**config.mk**
```make
export PLATFORM = sky130hd
export DESIGN_NAME = indexed_list_insert_remove
export DESIGN_NICKNAME = d
export VERILOG_FILES = /design/src/rtl/core/ilir_pkg.sv /design/src/rtl/core/ilir_cell.sv /design/src/rtl/core/ilir_ctrl.sv /design/src/rtl/core/indexed_list_insert_remove.sv
export SDC_FILE = /design/constraint.sdc
export NUM_CORES = 2
export LEC_CHECK = 0
export ABC_CLOCK_PERIOD_IN_PS = 4400
export BUFFER_PORTS_ARGS = -buffer_cell sky130_fd_sc_hd__buf_2
export CAP_MARGIN = 10
export CELL_PAD_IN_SITES_DETAIL_PLACEMENT = 1
export CELL_PAD_IN_SITES_GLOBAL_PLACEMENT = 1
export CORE_MARGIN = 1
export CORE_UTILIZATION = 40
export CTS_CLUSTER_SIZE = 25
export DETAILED_ROUTE_END_ITERATION = 16
export GPL_TIMING_DRIVEN = 0
export PLACE_DENSITY = 0.71
export SETUP_SLACK_MARGIN = 0.4
export SLEW_MARGIN = 20
export SYNTH_ARGS = -nofsm -noshare
export SYNTH_HDL_FRONTEND = slang
export SYNTH_HIERARCHICAL = 1
export SYNTH_SLANG_ARGS = --single-unit
```
**constraint.sdc**
```tcl
create_clock -name clk -period 4.4 [get_ports clk]
set_clock_uncertainty 0.15 [all_clocks]
set_input_delay 1.1 -clock clk [delete_from_list [all_inputs] [get_ports clk]]
set_output_delay 1.1 -clock clk [all_outputs]
set_load 0.05 [all_outputs]
```
**src/rtl/core/ilir_pkg.sv**
```systemverilog
// Package for the indexed list block: sizes, operation and status codes,
// and the command struct broadcast from the controller to the cell chain.
// No dependencies.
`timescale 1ns / 1ps
package ilir_pkg;

	localparam int CAPACITY = 32;
	localparam int LEN_W    = $clog2(CAPACITY + 1);
	localparam int IDX_W    = (CAPACITY > 2) ? $clog2(CAPACITY) : 1;
	localparam int FIELD_IDX_W = 6;
	localparam int FIELD_LEN_W = 6;
	localparam int WORD_W   = 32;
	localparam int CMP_W    = (LEN_W > FIELD_IDX_W) ? LEN_W : FIELD_IDX_W;

	localparam int INIT_LEN_RST = 5;
	localparam int INIT_LEN_CLAMP = (INIT_LEN_RST > CAPACITY) ? CAPACITY : INIT_LEN_RST;

	localparam logic [2:0] OP_FILL   = 3'd0;
	localparam logic [2:0] OP_GET    = 3'd1;
	localparam logic [2:0] OP_SET    = 3'd2;
	localparam logic [2:0] OP_INSERT = 3'd3;
	localparam logic [2:0] OP_REMOVE = 3'd4;

	localparam logic [1:0] ST_OK    = 2'd0;
	localparam logic [1:0] ST_RANGE = 2'd1;
	localparam logic [1:0] ST_FULL  = 2'd2;

	typedef logic [WORD_W-1:0] word_t;

	// Command seen by every cell; the do_* flags are already qualified
	// by the request being accepted and its index and capacity checks passing.
	typedef struct packed {
		logic             do_fill;
		logic             do_set;
		logic             do_ins;
		logic             do_rem;
		logic [CMP_W-1:0] idx;
		logic [CMP_W-1:0] len;
		word_t            value;
	} cmd_t;

endpackage

```
**src/rtl/core/ilir_cell.sv**
```systemverilog
// One list entry of the cell chain: holds a word and takes the command
// value or a neighbor's word. Depends on ilir_pkg.
`timescale 1ns / 1ps
module ilir_cell (
	input  logic                  clk,
	input  logic                  arst_n,
	input  ilir_pkg::cmd_t        cmd,
	input  logic [ilir_pkg::CMP_W-1:0] pos,
	input  ilir_pkg::word_t       left_word,
	input  ilir_pkg::word_t       right_word,
	output ilir_pkg::word_t       word
);
	import ilir_pkg::*;

	word_t            word_q;
	word_t            word_d;
	logic [CMP_W:0]   pos_inc;

	assign pos_inc = {1'b0, pos} + {{CMP_W{1'b0}}, 1'b1};

	always_comb begin
		word_d = word_q;
		if (cmd.do_fill && (pos < cmd.len)) begin
			word_d = cmd.value;
		end else if ((cmd.do_set || cmd.do_ins) && (pos == cmd.idx)) begin
			word_d = cmd.value;
		end else if (cmd.do_ins && (pos > cmd.idx) && (pos <= cmd.len)) begin
			word_d = left_word;
		end else if (cmd.do_rem && (pos >= cmd.idx) && (pos_inc < {1'b0, cmd.len})) begin
			word_d = right_word;
		end
	end

	always_ff @(posedge clk or negedge arst_n) begin
		if (!arst_n) begin
			word_q <= '0;
		end else begin
			word_q <= word_d;
		end
	end

	assign word = word_q;

endmodule

```
**src/rtl/core/ilir_ctrl.sv**
```systemverilog
// Controller of the indexed list: holds the live length, checks the
// index of each request and builds the command for the cells. Depends on ilir_pkg.
`timescale 1ns / 1ps
module ilir_ctrl (
	input  logic                          clk,
	input  logic                          arst_n,
	input  logic                          accept,
	input  logic [2:0]                    op,
	input  logic [ilir_pkg::FIELD_IDX_W-1:0] idx,
	input  ilir_pkg::word_t               value,
	input  logic                          cfg_wr_en,
	input  logic [ilir_pkg::FIELD_LEN_W-1:0] cfg_wr_data,
	output ilir_pkg::cmd_t                cmd,
	output logic [1:0]                    status,
	output logic                          get_ok,
	output logic [ilir_pkg::LEN_W-1:0]    len_next,
	output logic [ilir_pkg::LEN_W-1:0]    len_cur
);
	import ilir_pkg::*;

	logic [LEN_W-1:0] len_q;
	logic [CMP_W-1:0] len_c;
	logic [CMP_W-1:0] idx_c;
	logic [CMP_W-1:0] cfg_c;
	logic [LEN_W-1:0] cfg_len;
	logic             fill_ok, set_ok, ins_ok, rem_ok;

	assign len_c = CMP_W'(len_q);
	assign idx_c = CMP_W'(idx);
	assign cfg_c = CMP_W'(cfg_wr_data);
	assign cfg_len = (cfg_c > CMP_W'(CAPACITY)) ? LEN_W'(CAPACITY) : LEN_W'(cfg_c);

	always_comb begin
		status  = ST_OK;
		fill_ok = 1'b0;
		set_ok  = 1'b0;
		ins_ok  = 1'b0;
		rem_ok  = 1'b0;
		get_ok  = 1'b0;
		case (op)
			OP_FILL: begin
				fill_ok = 1'b1;
			end
			OP_GET: begin
				if (idx_c < len_c) get_ok = 1'b1;
				else status = ST_RANGE;
			end
			OP_SET: begin
				if (idx_c < len_c) set_ok = 1'b1;
				else status = ST_RANGE;
			end
			OP_INSERT: begin
				if (idx_c > len_c) status = ST_RANGE;
				else if (len_c >= CMP_W'(CAPACITY)) status = ST_FULL;
				else ins_ok = 1'b1;
			end
			OP_REMOVE: begin
				if (idx_c < len_c) rem_ok = 1'b1;
				else status = ST_RANGE;
			end
			default: begin
				status = ST_RANGE;
			end
		endcase
	end

	always_comb begin
		len_next = len_q;
		if (ins_ok) len_next = len_q + LEN_W'(1);
		else if (rem_ok) len_next = len_q - LEN_W'(1);
	end

	assign cmd.do_fill = accept && fill_ok;
	assign cmd.do_set  = accept && set_ok;
	assign cmd.do_ins  = accept && ins_ok;
	assign cmd.do_rem  = accept && rem_ok;
	assign cmd.idx     = idx_c;
	assign cmd.len     = len_c;
	assign cmd.value   = value;

	always_ff @(posedge clk or negedge arst_n) begin
		if (!arst_n) begin
			len_q <= LEN_W'(INIT_LEN_CLAMP);
		end else if (cfg_wr_en) begin
			len_q <= cfg_len;
		end else if (accept) begin
			len_q <= len_next;
		end
	end

	assign len_cur = len_q;

endmodule

```
**src/rtl/core/indexed_list_insert_remove.sv**
```systemverilog
// Top level of the indexed list: controller, chain of entry cells, read
// select and the result register. Depends on ilir_pkg, ilir_ctrl, ilir_cell.
`timescale 1ns / 1ps

// Bounded ordered list of signed 32-bit words, CAPACITY entries (32 by
// default). Every request (fill, get, set, insert, remove) takes effect on
// acceptance: each entry sits in its own cell, and on insert or remove the
// live cells from the index up take their neighbor's word in the same cycle,
// so the block accepts one request per cycle and returns exactly one result
// per request in the next cycle through a result register; a result still
// waiting for m_tready lets the next request in only as the result is taken.
// The entries clear to zero at reset with no clearing pass; the length
// loads from initial_length (reset 5, saturated to CAPACITY), and a write
// of cfg_wr_data reloads the length at once while the entries keep their
// words. Write the register only while no request is in flight.
module indexed_list_insert_remove (
	input  logic        clk,
	input  logic        arst_n,
	// configuration: initial_length[5:0]
	input  logic        cfg_wr_en,
	input  logic [5:0]  cfg_wr_data,
	// request channel
	input  logic        s_tvalid,
	output logic        s_tready,
	input  logic [39:0] s_tdata,  // index[5:0], value[37:6], zero[39:38]
	input  logic [2:0]  s_tuser,  // operation[2:0]
	// result channel
	output logic        m_tvalid,
	input  logic        m_tready,
	output logic [39:0] m_tdata   // read_value[31:0], status[33:32], length[39:34]
);
	import ilir_pkg::*;

	logic             accept;
	cmd_t             cmd;
	logic [1:0]       status;
	logic             get_ok;
	logic [LEN_W-1:0] len_next;
	logic [LEN_W-1:0] len_cur;
	word_t            words [CAPACITY];
	word_t            rd_word;
	logic             m_valid_q;
	logic [39:0]      m_data_q;

	// Take a new request whenever the result register is empty or drains now.
	assign s_tready = !m_valid_q || m_tready;
	assign accept   = s_tvalid && s_tready;

	ilir_ctrl u_ctrl (
		.clk         (clk),
		.arst_n      (arst_n),
		.accept      (accept),
		.op          (s_tuser),
		.idx         (s_tdata[5:0]),
		.value       (s_tdata[37:6]),
		.cfg_wr_en   (cfg_wr_en),
		.cfg_wr_data (cfg_wr_data),
		.cmd         (cmd),
		.status      (status),
		.get_ok      (get_ok),
		.len_next    (len_next),
		.len_cur     (len_cur)
	);

	// Chain of cells; the ends see a zero neighbor they never take.
	for (genvar i = 0; i < CAPACITY; i++) begin : g_cell
		word_t left_w;
		word_t right_w;
		if (i == 0) begin : g_lo
			assign left_w = '0;
		end else begin : g_lo_n
			assign left_w = words[i-1];
		end
		if (i == CAPACITY - 1) begin : g_hi
			assign right_w = '0;
		end else begin : g_hi_n
			assign right_w = words[i+1];
		end
		ilir_cell u_cell (
			.clk        (clk),
			.arst_n     (arst_n),
			.cmd        (cmd),
			.pos        (CMP_W'(i)),
			.left_word  (left_w),
			.right_word (right_w),
			.word       (words[i])
		);
	end

	// Read the addressed entry before this cycle's update; drive -1 on a bad get.
	always_comb begin
		rd_word = '0;
		if (get_ok) begin
			rd_word = words[cmd.idx[IDX_W-1:0]];
		end else if (s_tuser == OP_GET) begin
			rd_word = '1;
		end
	end

	always_ff @(posedge clk or negedge arst_n) begin
		if (!arst_n) begin
			m_valid_q <= 1'b0;
		end else if (accept) begin
			m_valid_q <= 1'b1;
		end else if (m_tready) begin
			m_valid_q <= 1'b0;
		end
	end

	// Hold the result payload until it is taken.
	always_ff @(posedge clk) begin
		if (accept) begin
			m_data_q <= {FIELD_LEN_W'(len_next), status, rd_word};
		end
	end

	assign m_tvalid = m_valid_q;
	assign m_tdata  = m_data_q;

`ifndef SYNTHESIS
	a_len_bound: assert property (@(posedge clk) disable iff (!arst_n)
		int'(len_cur) <= CAPACITY)
		else $error("live length above capacity");

	a_rem_shrinks: assert property (@(posedge clk) disable iff (!arst_n)
		(accept && cmd.do_rem && !cfg_wr_en) |=> (len_cur == $past(len_cur) - LEN_W'(1)))
		else $error("remove did not shrink the length");

	a_ins_grows: assert property (@(posedge clk) disable iff (!arst_n)
		(accept && cmd.do_ins && !cfg_wr_en) |=> (len_cur == $past(len_cur) + LEN_W'(1)))
		else $error("insert did not grow the length");

	a_bad_get: assert property (@(posedge clk) disable iff (!arst_n)
		(accept && s_tuser == OP_GET && !get_ok) |=>
		(m_tvalid && m_tdata[31:0] == 32'hFFFF_FFFF && m_tdata[33:32] == ST_RANGE))
		else $error("bad get did not return -1 with range status");
`endif

endmodule

```
-- Word-level counts from Yosys, hierarchy flattened
Index checks and enable logic that the tools add are counted.
- memories: 0
- bits in latches: 0
- bits of input ports: 54
- memory bits (read-only): 0
- logic and storage cells: 627
- output and inout bits: 42
- bits in registers: 1071
- memory bits (writable): 0
- reductions and logical operators: 237
- add/sub/neg operators: 2
- $mul: 0
- bitwise gates (word level): 1
- equality and inequality tests: 35
- shifts and indexed selects: 0
- muxes and demuxes: 152
- magnitude comparators: 165
- divide/modulo/power cells: 0
- operators by type and width (kind ; count):
    32-bit 2-to-1 mux ; 132
    1-bit logical AND ; 197
    5-bit by 6-bit less-than comparator with 1-bit output, first input constant ; 32
    32-bit binary-select mux with 5-bit select ; 1
    4-bit nonzero test ; 32
    5-bit by 6-bit equality test with 1-bit output, first input constant ; 16
    5-bit by 6-bit greater-or-equal comparator with 1-bit output, first input constant ; 16
    5-bit by 6-bit greater-than comparator with 1-bit output, first input constant ; 16
    5-bit by 6-bit less-or-equal comparator with 1-bit output, first input constant ; 16
    4-bit by 6-bit less-than comparator with 1-bit output, first input constant ; 16
    4-bit by 6-bit equality test with 1-bit output, first input constant ; 8
    4-bit by 6-bit greater-or-equal comparator with 1-bit output, first input constant ; 8
    4-bit by 6-bit greater-than comparator with 1-bit output, first input constant ; 8
    4-bit by 6-bit less-or-equal comparator with 1-bit output, first input constant ; 8
    3-bit by 6-bit less-than comparator with 1-bit output, first input constant ; 8
    6-bit 2-to-1 mux ; 5
    3-bit by 6-bit equality test with 1-bit output, first input constant ; 4
    3-bit by 6-bit greater-or-equal comparator with 1-bit output, first input constant ; 4
    3-bit by 6-bit greater-than comparator with 1-bit output, first input constant ; 4
    3-bit by 6-bit less-or-equal comparator with 1-bit output, first input constant ; 4
    2-bit by 6-bit less-than comparator with 1-bit output, first input constant ; 4
    1-bit by 6-bit less-than comparator with 1-bit output, first input constant ; 3
    2-bit by 6-bit equality test with 1-bit output, first input constant ; 2
    1-bit by 6-bit greater-or-equal comparator with 1-bit output, first input constant ; 2
    26 further kinds ; 46

-- Depth between registers and ports, before layout
- depth after elaboration: 10
- mapped depth: 13
- gate-level depth less buffers: 11

-- By module
Netlist, hierarchy kept.
- modules (own cells, without submodules) (module ; seq. area each (sq um) ; area an instance (sq um) ; cells each ; times used):
    ilir_cell at g_cell[0].u_cell ... ; 800.8 ; 2502.4 ; 246 ; 23
    ilir_cell at g_cell[3].u_cell ... ; 800.8 ; 2499.9 ; 246 ; 7
    indexed_list_insert_remove ; 1226.2 ; 10080.9 ; 875 ; 1
    ilir_cell at g_cell[30].u_cell ; 800.8 ; 2491.1 ; 246 ; 1
    ilir_cell at g_cell[20].u_cell ; 800.8 ; 2488.6 ; 246 ; 1
    ilir_ctrl ; 152.6 ; 1308.8 ; 173 ; 1

-- Least setup slack after synthesis
Ideal clock, no wire load.
- kind: input -> register
- start point: input port m_tready
- end point: register g_cell[0].u_cell.word_q[0]
- data required time: 4.114 ns
- stages on the path: 8
- path buffers: 2
- arrival: 5.594 ns
- path slack: -1.480 ns
- setup time: 0.136 ns
- path through: nand2b_1 > and2_1 > buf_4 > and3_1 > a21oi_1 > o22ai_1 > buf_2 > o221ai_2
- RTL lines (element ; RTL line ; RTL):
    from (decl) ; indexed_list_insert_remove.sv:29 ; input logic m_tready,
    to (signal assigned) ; ilir_cell.sv:38 ; word_q <= word_d;
    to (decl) ; ilir_cell.sv:15 ; word_t word_q;

-- Worst setup path after layout
- start point: input port s_tdata[1]
- end point: register m_data_q[24], in the netlist m_tdata[24], data pin
- word-level cells in the longest chain between the ends: 5
- RTL lines (element ; RTL line ; RTL):
    from (decl) ; indexed_list_insert_remove.sv:25 ; input logic [39:0] s_tdata,
    5-bit inverter with 6-bit output (implied by the code) ; indexed_list_insert_remove.sv:94 ; rd_word = words[cmd.idx[IDX_W-1:0]];
    32-bit binary-select mux with 5-bit select ; indexed_list_insert_remove.sv:94 ;
    32-bit 2-to-1 mux (implied by the code) (2 in series) ; indexed_list_insert_remove.sv:94 ;
    32-bit 2-to-1 mux * ; indexed_list_insert_remove.sv:93 ; if (get_ok) begin
    via rd_word[24] ; indexed_list_insert_remove.sv:41 ; word_t rd_word;
    to (signal assigned) ; indexed_list_insert_remove.sv:113 ; m_data_q <= {FIELD_LEN_W'(len_next), status, rd_word};
    to (decl) ; indexed_list_insert_remove.sv:43 ; logic [39:0] m_data_q;
Mark *: on every way through the listed nets, which the timed path passes. The rest lies on a longest branch. The select of a mux whose other input is x is not followed.
A chain may end at the register's enable or synchronous reset.

==> impl_metrics.tcl <==
set metrics [dict create \
    avgSynthCellArea_um2 10.3 \
    h-tree-depth 4 \
    r2r_slack_ns 0.40 \
    pwr-share-clk_pct 23.2 \
    cts_tree "done" \
    clock.fmax_mhz 249 \
    die_x_um 480 \
    r2r_cells 15 \
    firstDrtPassIters 11 \
    rsz0062_at_grt "yes" \
    p_per_area_nw_per_um2 473 \
    area_growth_pct 17.6 \
    grt_pass1_vias 82426 \
    setup-violations-final 0 \
    p_seq_share_pct 38.7 \
    switching_share_pct 41.1 \
    preCtsSetupSlack_ns -1.45 \
    switching_power_w 0.0209 \
    drv_slew 0 \
    cp-startpoint "s_tdata[1]" \
    drive_above_1_share_pct 22.9 \
    dpl.hpwl_um 255000 \
    period_share_pct 91.3 \
    timing.critical_path.buf_inv 5 \
    cp.required_ns 4.73 \
    initial_utilization_pct 40.2 \
    dieArea_um2 230000 \
    syn_inst 8914 \
    overflow 0 \
    fillCellCount 25582 \
    io-pin-count 96 \
    path_cells "buf_2 -> buf_12 -> buf_2 -> clkbuf_4 -> clkdlybuf4s18_2 -> mux4_2 -> mux2_2 -> a221oi_2 -> o21ai_1" \
    arrival_ns 4.35 \
    tightestPinTransition_ns 1.34 \
    power_frac_comb_pct 38.1 \
    path_clk_slew_ns 0.06 \
    cts_root_buf "clkbuf_16" \
    grt_usage_pct 28.7 \
    ant_nets 0 \
    slew_headroom_pct 10.3 \
    r2r_end "g_cell[29].u_cell/word[10]" \
    finalCriticalPeriod_ns 4.02 \
    rows 175 \
    vias 76131 \
    clk_latency_ns 0.81 \
    grt_pass1_wl_um 508000 \
    viasPerCell 5.70 \
    die_y_um 480 \
    drt-wirelength-per-cell_um 25.0 \
    cts.sinks 1071 \
    status "complete, but fails checks" \
    gp_congestion 0.942 \
    critPathLaunchType "primary input" \
    p_int_w 0.0300 \
    cts_made_buffers 135 \
    critical_path_class "primary input to register" \
    hold_buffers 0 \
    yosysWarnings 6 \
    antenna_found_initial 24 \
    r2r_start "u_ctrl/len_cur[5]" \
    maxCapViolCount 0 \
    path_max_fanout 33 \
    route.detailed.drc 2 \
    hold_class "primary input to asynchronous set/reset pin" \
    crit_family "buffers and inverters" \
    syn_area_um2 91400 \
    crit_path_frequent_cell "buf_2" \
    endpoint_kind "register" \
    grt_max_degree 128 \
    violations "DRC" \
    max_stage_delay_ns 0.53 \
    layout_setup_ws_ns 0.381 \
    critPathSlowestCell "clkdlybuf4s18_2" \
    ir_worst_vdd_uv 328 \
    fin_util_pct 47.3 \
    core_um2 227000 \
    layout.nets 10900 \
    total_power_w 0.0509 \
    io_buffers 61 \
    drtIter0Drc 5646 \
    drt-total-wl_um 334000 \
    p_leak_nw 43.6 \
    cts_max_path_buffers 3 \
    finalHoldViolations 0 \
]
[metal layers]
metal / global-route usage [%] / wire length (um) / vias to the layer above
li1: - / - / 34362
met1: 38.9 / 150000 / 39389
met2: 46.3 / 155000 / 1856
met3: 4.43 / 18100 / 506
met4: 9.85 / 11500 / 18
met5: 0 / 122 / -
[worst reg2reg max path: stages (launching register included)]
cell	delay, ns
dfrtp_4	0.42
buf_12	0.10
buf_6	0.13
clkinvlp_4	0.13
ha_4	0.30
and4_4	0.24
nand3_1	0.21
o21ai_4	0.22
and3_4	0.27
buf_12	0.20
buf_16	0.21
o311a_1	0.27
a21oi_1	0.09
o22ai_4	0.41
buf_4	0.36
o221ai_2	0.14
[placed cells by master (no fill, tap or decap), types with 128 or more instances in the layout]
master     count
inv_1       1415
mux2i_1     1210
nand2_1     1167
dfrtp_1     1025
conb_1       992
o221ai_2     968
ha_1         614
a21oi_1      293
buf_2        222
buf_4        146
clkbuf_16    139
nand3_1      135
mux4_2       128
mux2_2       128
[stage by stage]
stage | std cells | cell area [um^2] | setup TNS (ns) | hold slack [ns]
finish | 13353 | 107000 | 0 | 0.0681
floorplan | 9904 | 95200 | 0 | 0.405
global placement | 12974 | 99200 | - | 0.371
CTS | 13326 | 107000 | 0 | 0.0816
global route | 13347 | 107000 | 0 | 0.104
detailed placement | 12996 | 99800 | -875.16 | 0.383
[repair_timing]
item / in CTS / in global routing
endpoints found under the hold margin: 0 / 0
pin swaps: 14 / 14
resized for setup: 263 / 66
cloned: 5 / 1
buffers inserted: 81 / 18
endpoints found under the setup margin: 1056 / 850
[area by class of cell]
cell class	count	area, um^2	area share [%]
multi-input combinational	6852	59900	55.7
sequential	1071	27000	25.2
inverter	1443	5490	5.11
buffer	541	4250	3.95
clock buffer	192	4020	3.74
tap	3009	3760	3.50
timing repair buffer	185	2340	2.18
clock inverter	52	664	0.618
antenna	8	20.0	0.0186
[state kept, by name (all words and copies together) (netlist names)]
register,flops
g_cell.u_cell/word,1024
m_tdata,40
u_ctrl/len_cur,6
m_tvalid,1
[power by group through the flow]
| stage | combinational (W) | clock (W) | sequential [W] |
|---|---|---|---|
| after floorplan | 0.0144 | 0 | 0.0178 |
| after global placement | 0.0175 | 0 | 0.0198 |
| after CTS | 0.0192 | 0.0120 | 0.0196 |
| after global routing | 0.0212 | 0.0123 | 0.0203 |
| after detailed placement | 0.0186 | 0 | 0.0198 |
| final | 0.0194 | 0.0118 | 0.0197 |
[how the worst max path moves through the flow]
stage / end / cells after the start
floorplan: g_cell[20].u_cell/word[0] / 10
global placement: u_ctrl/len_cur[4] / 1
detailed placement: m_tdata[24] / 11
CTS: m_tdata[15] / 9
global route: g_cell[23].u_cell/word[18] / 16
finish: m_tdata[24] / 9
Power figures use the tool's default switching activity.
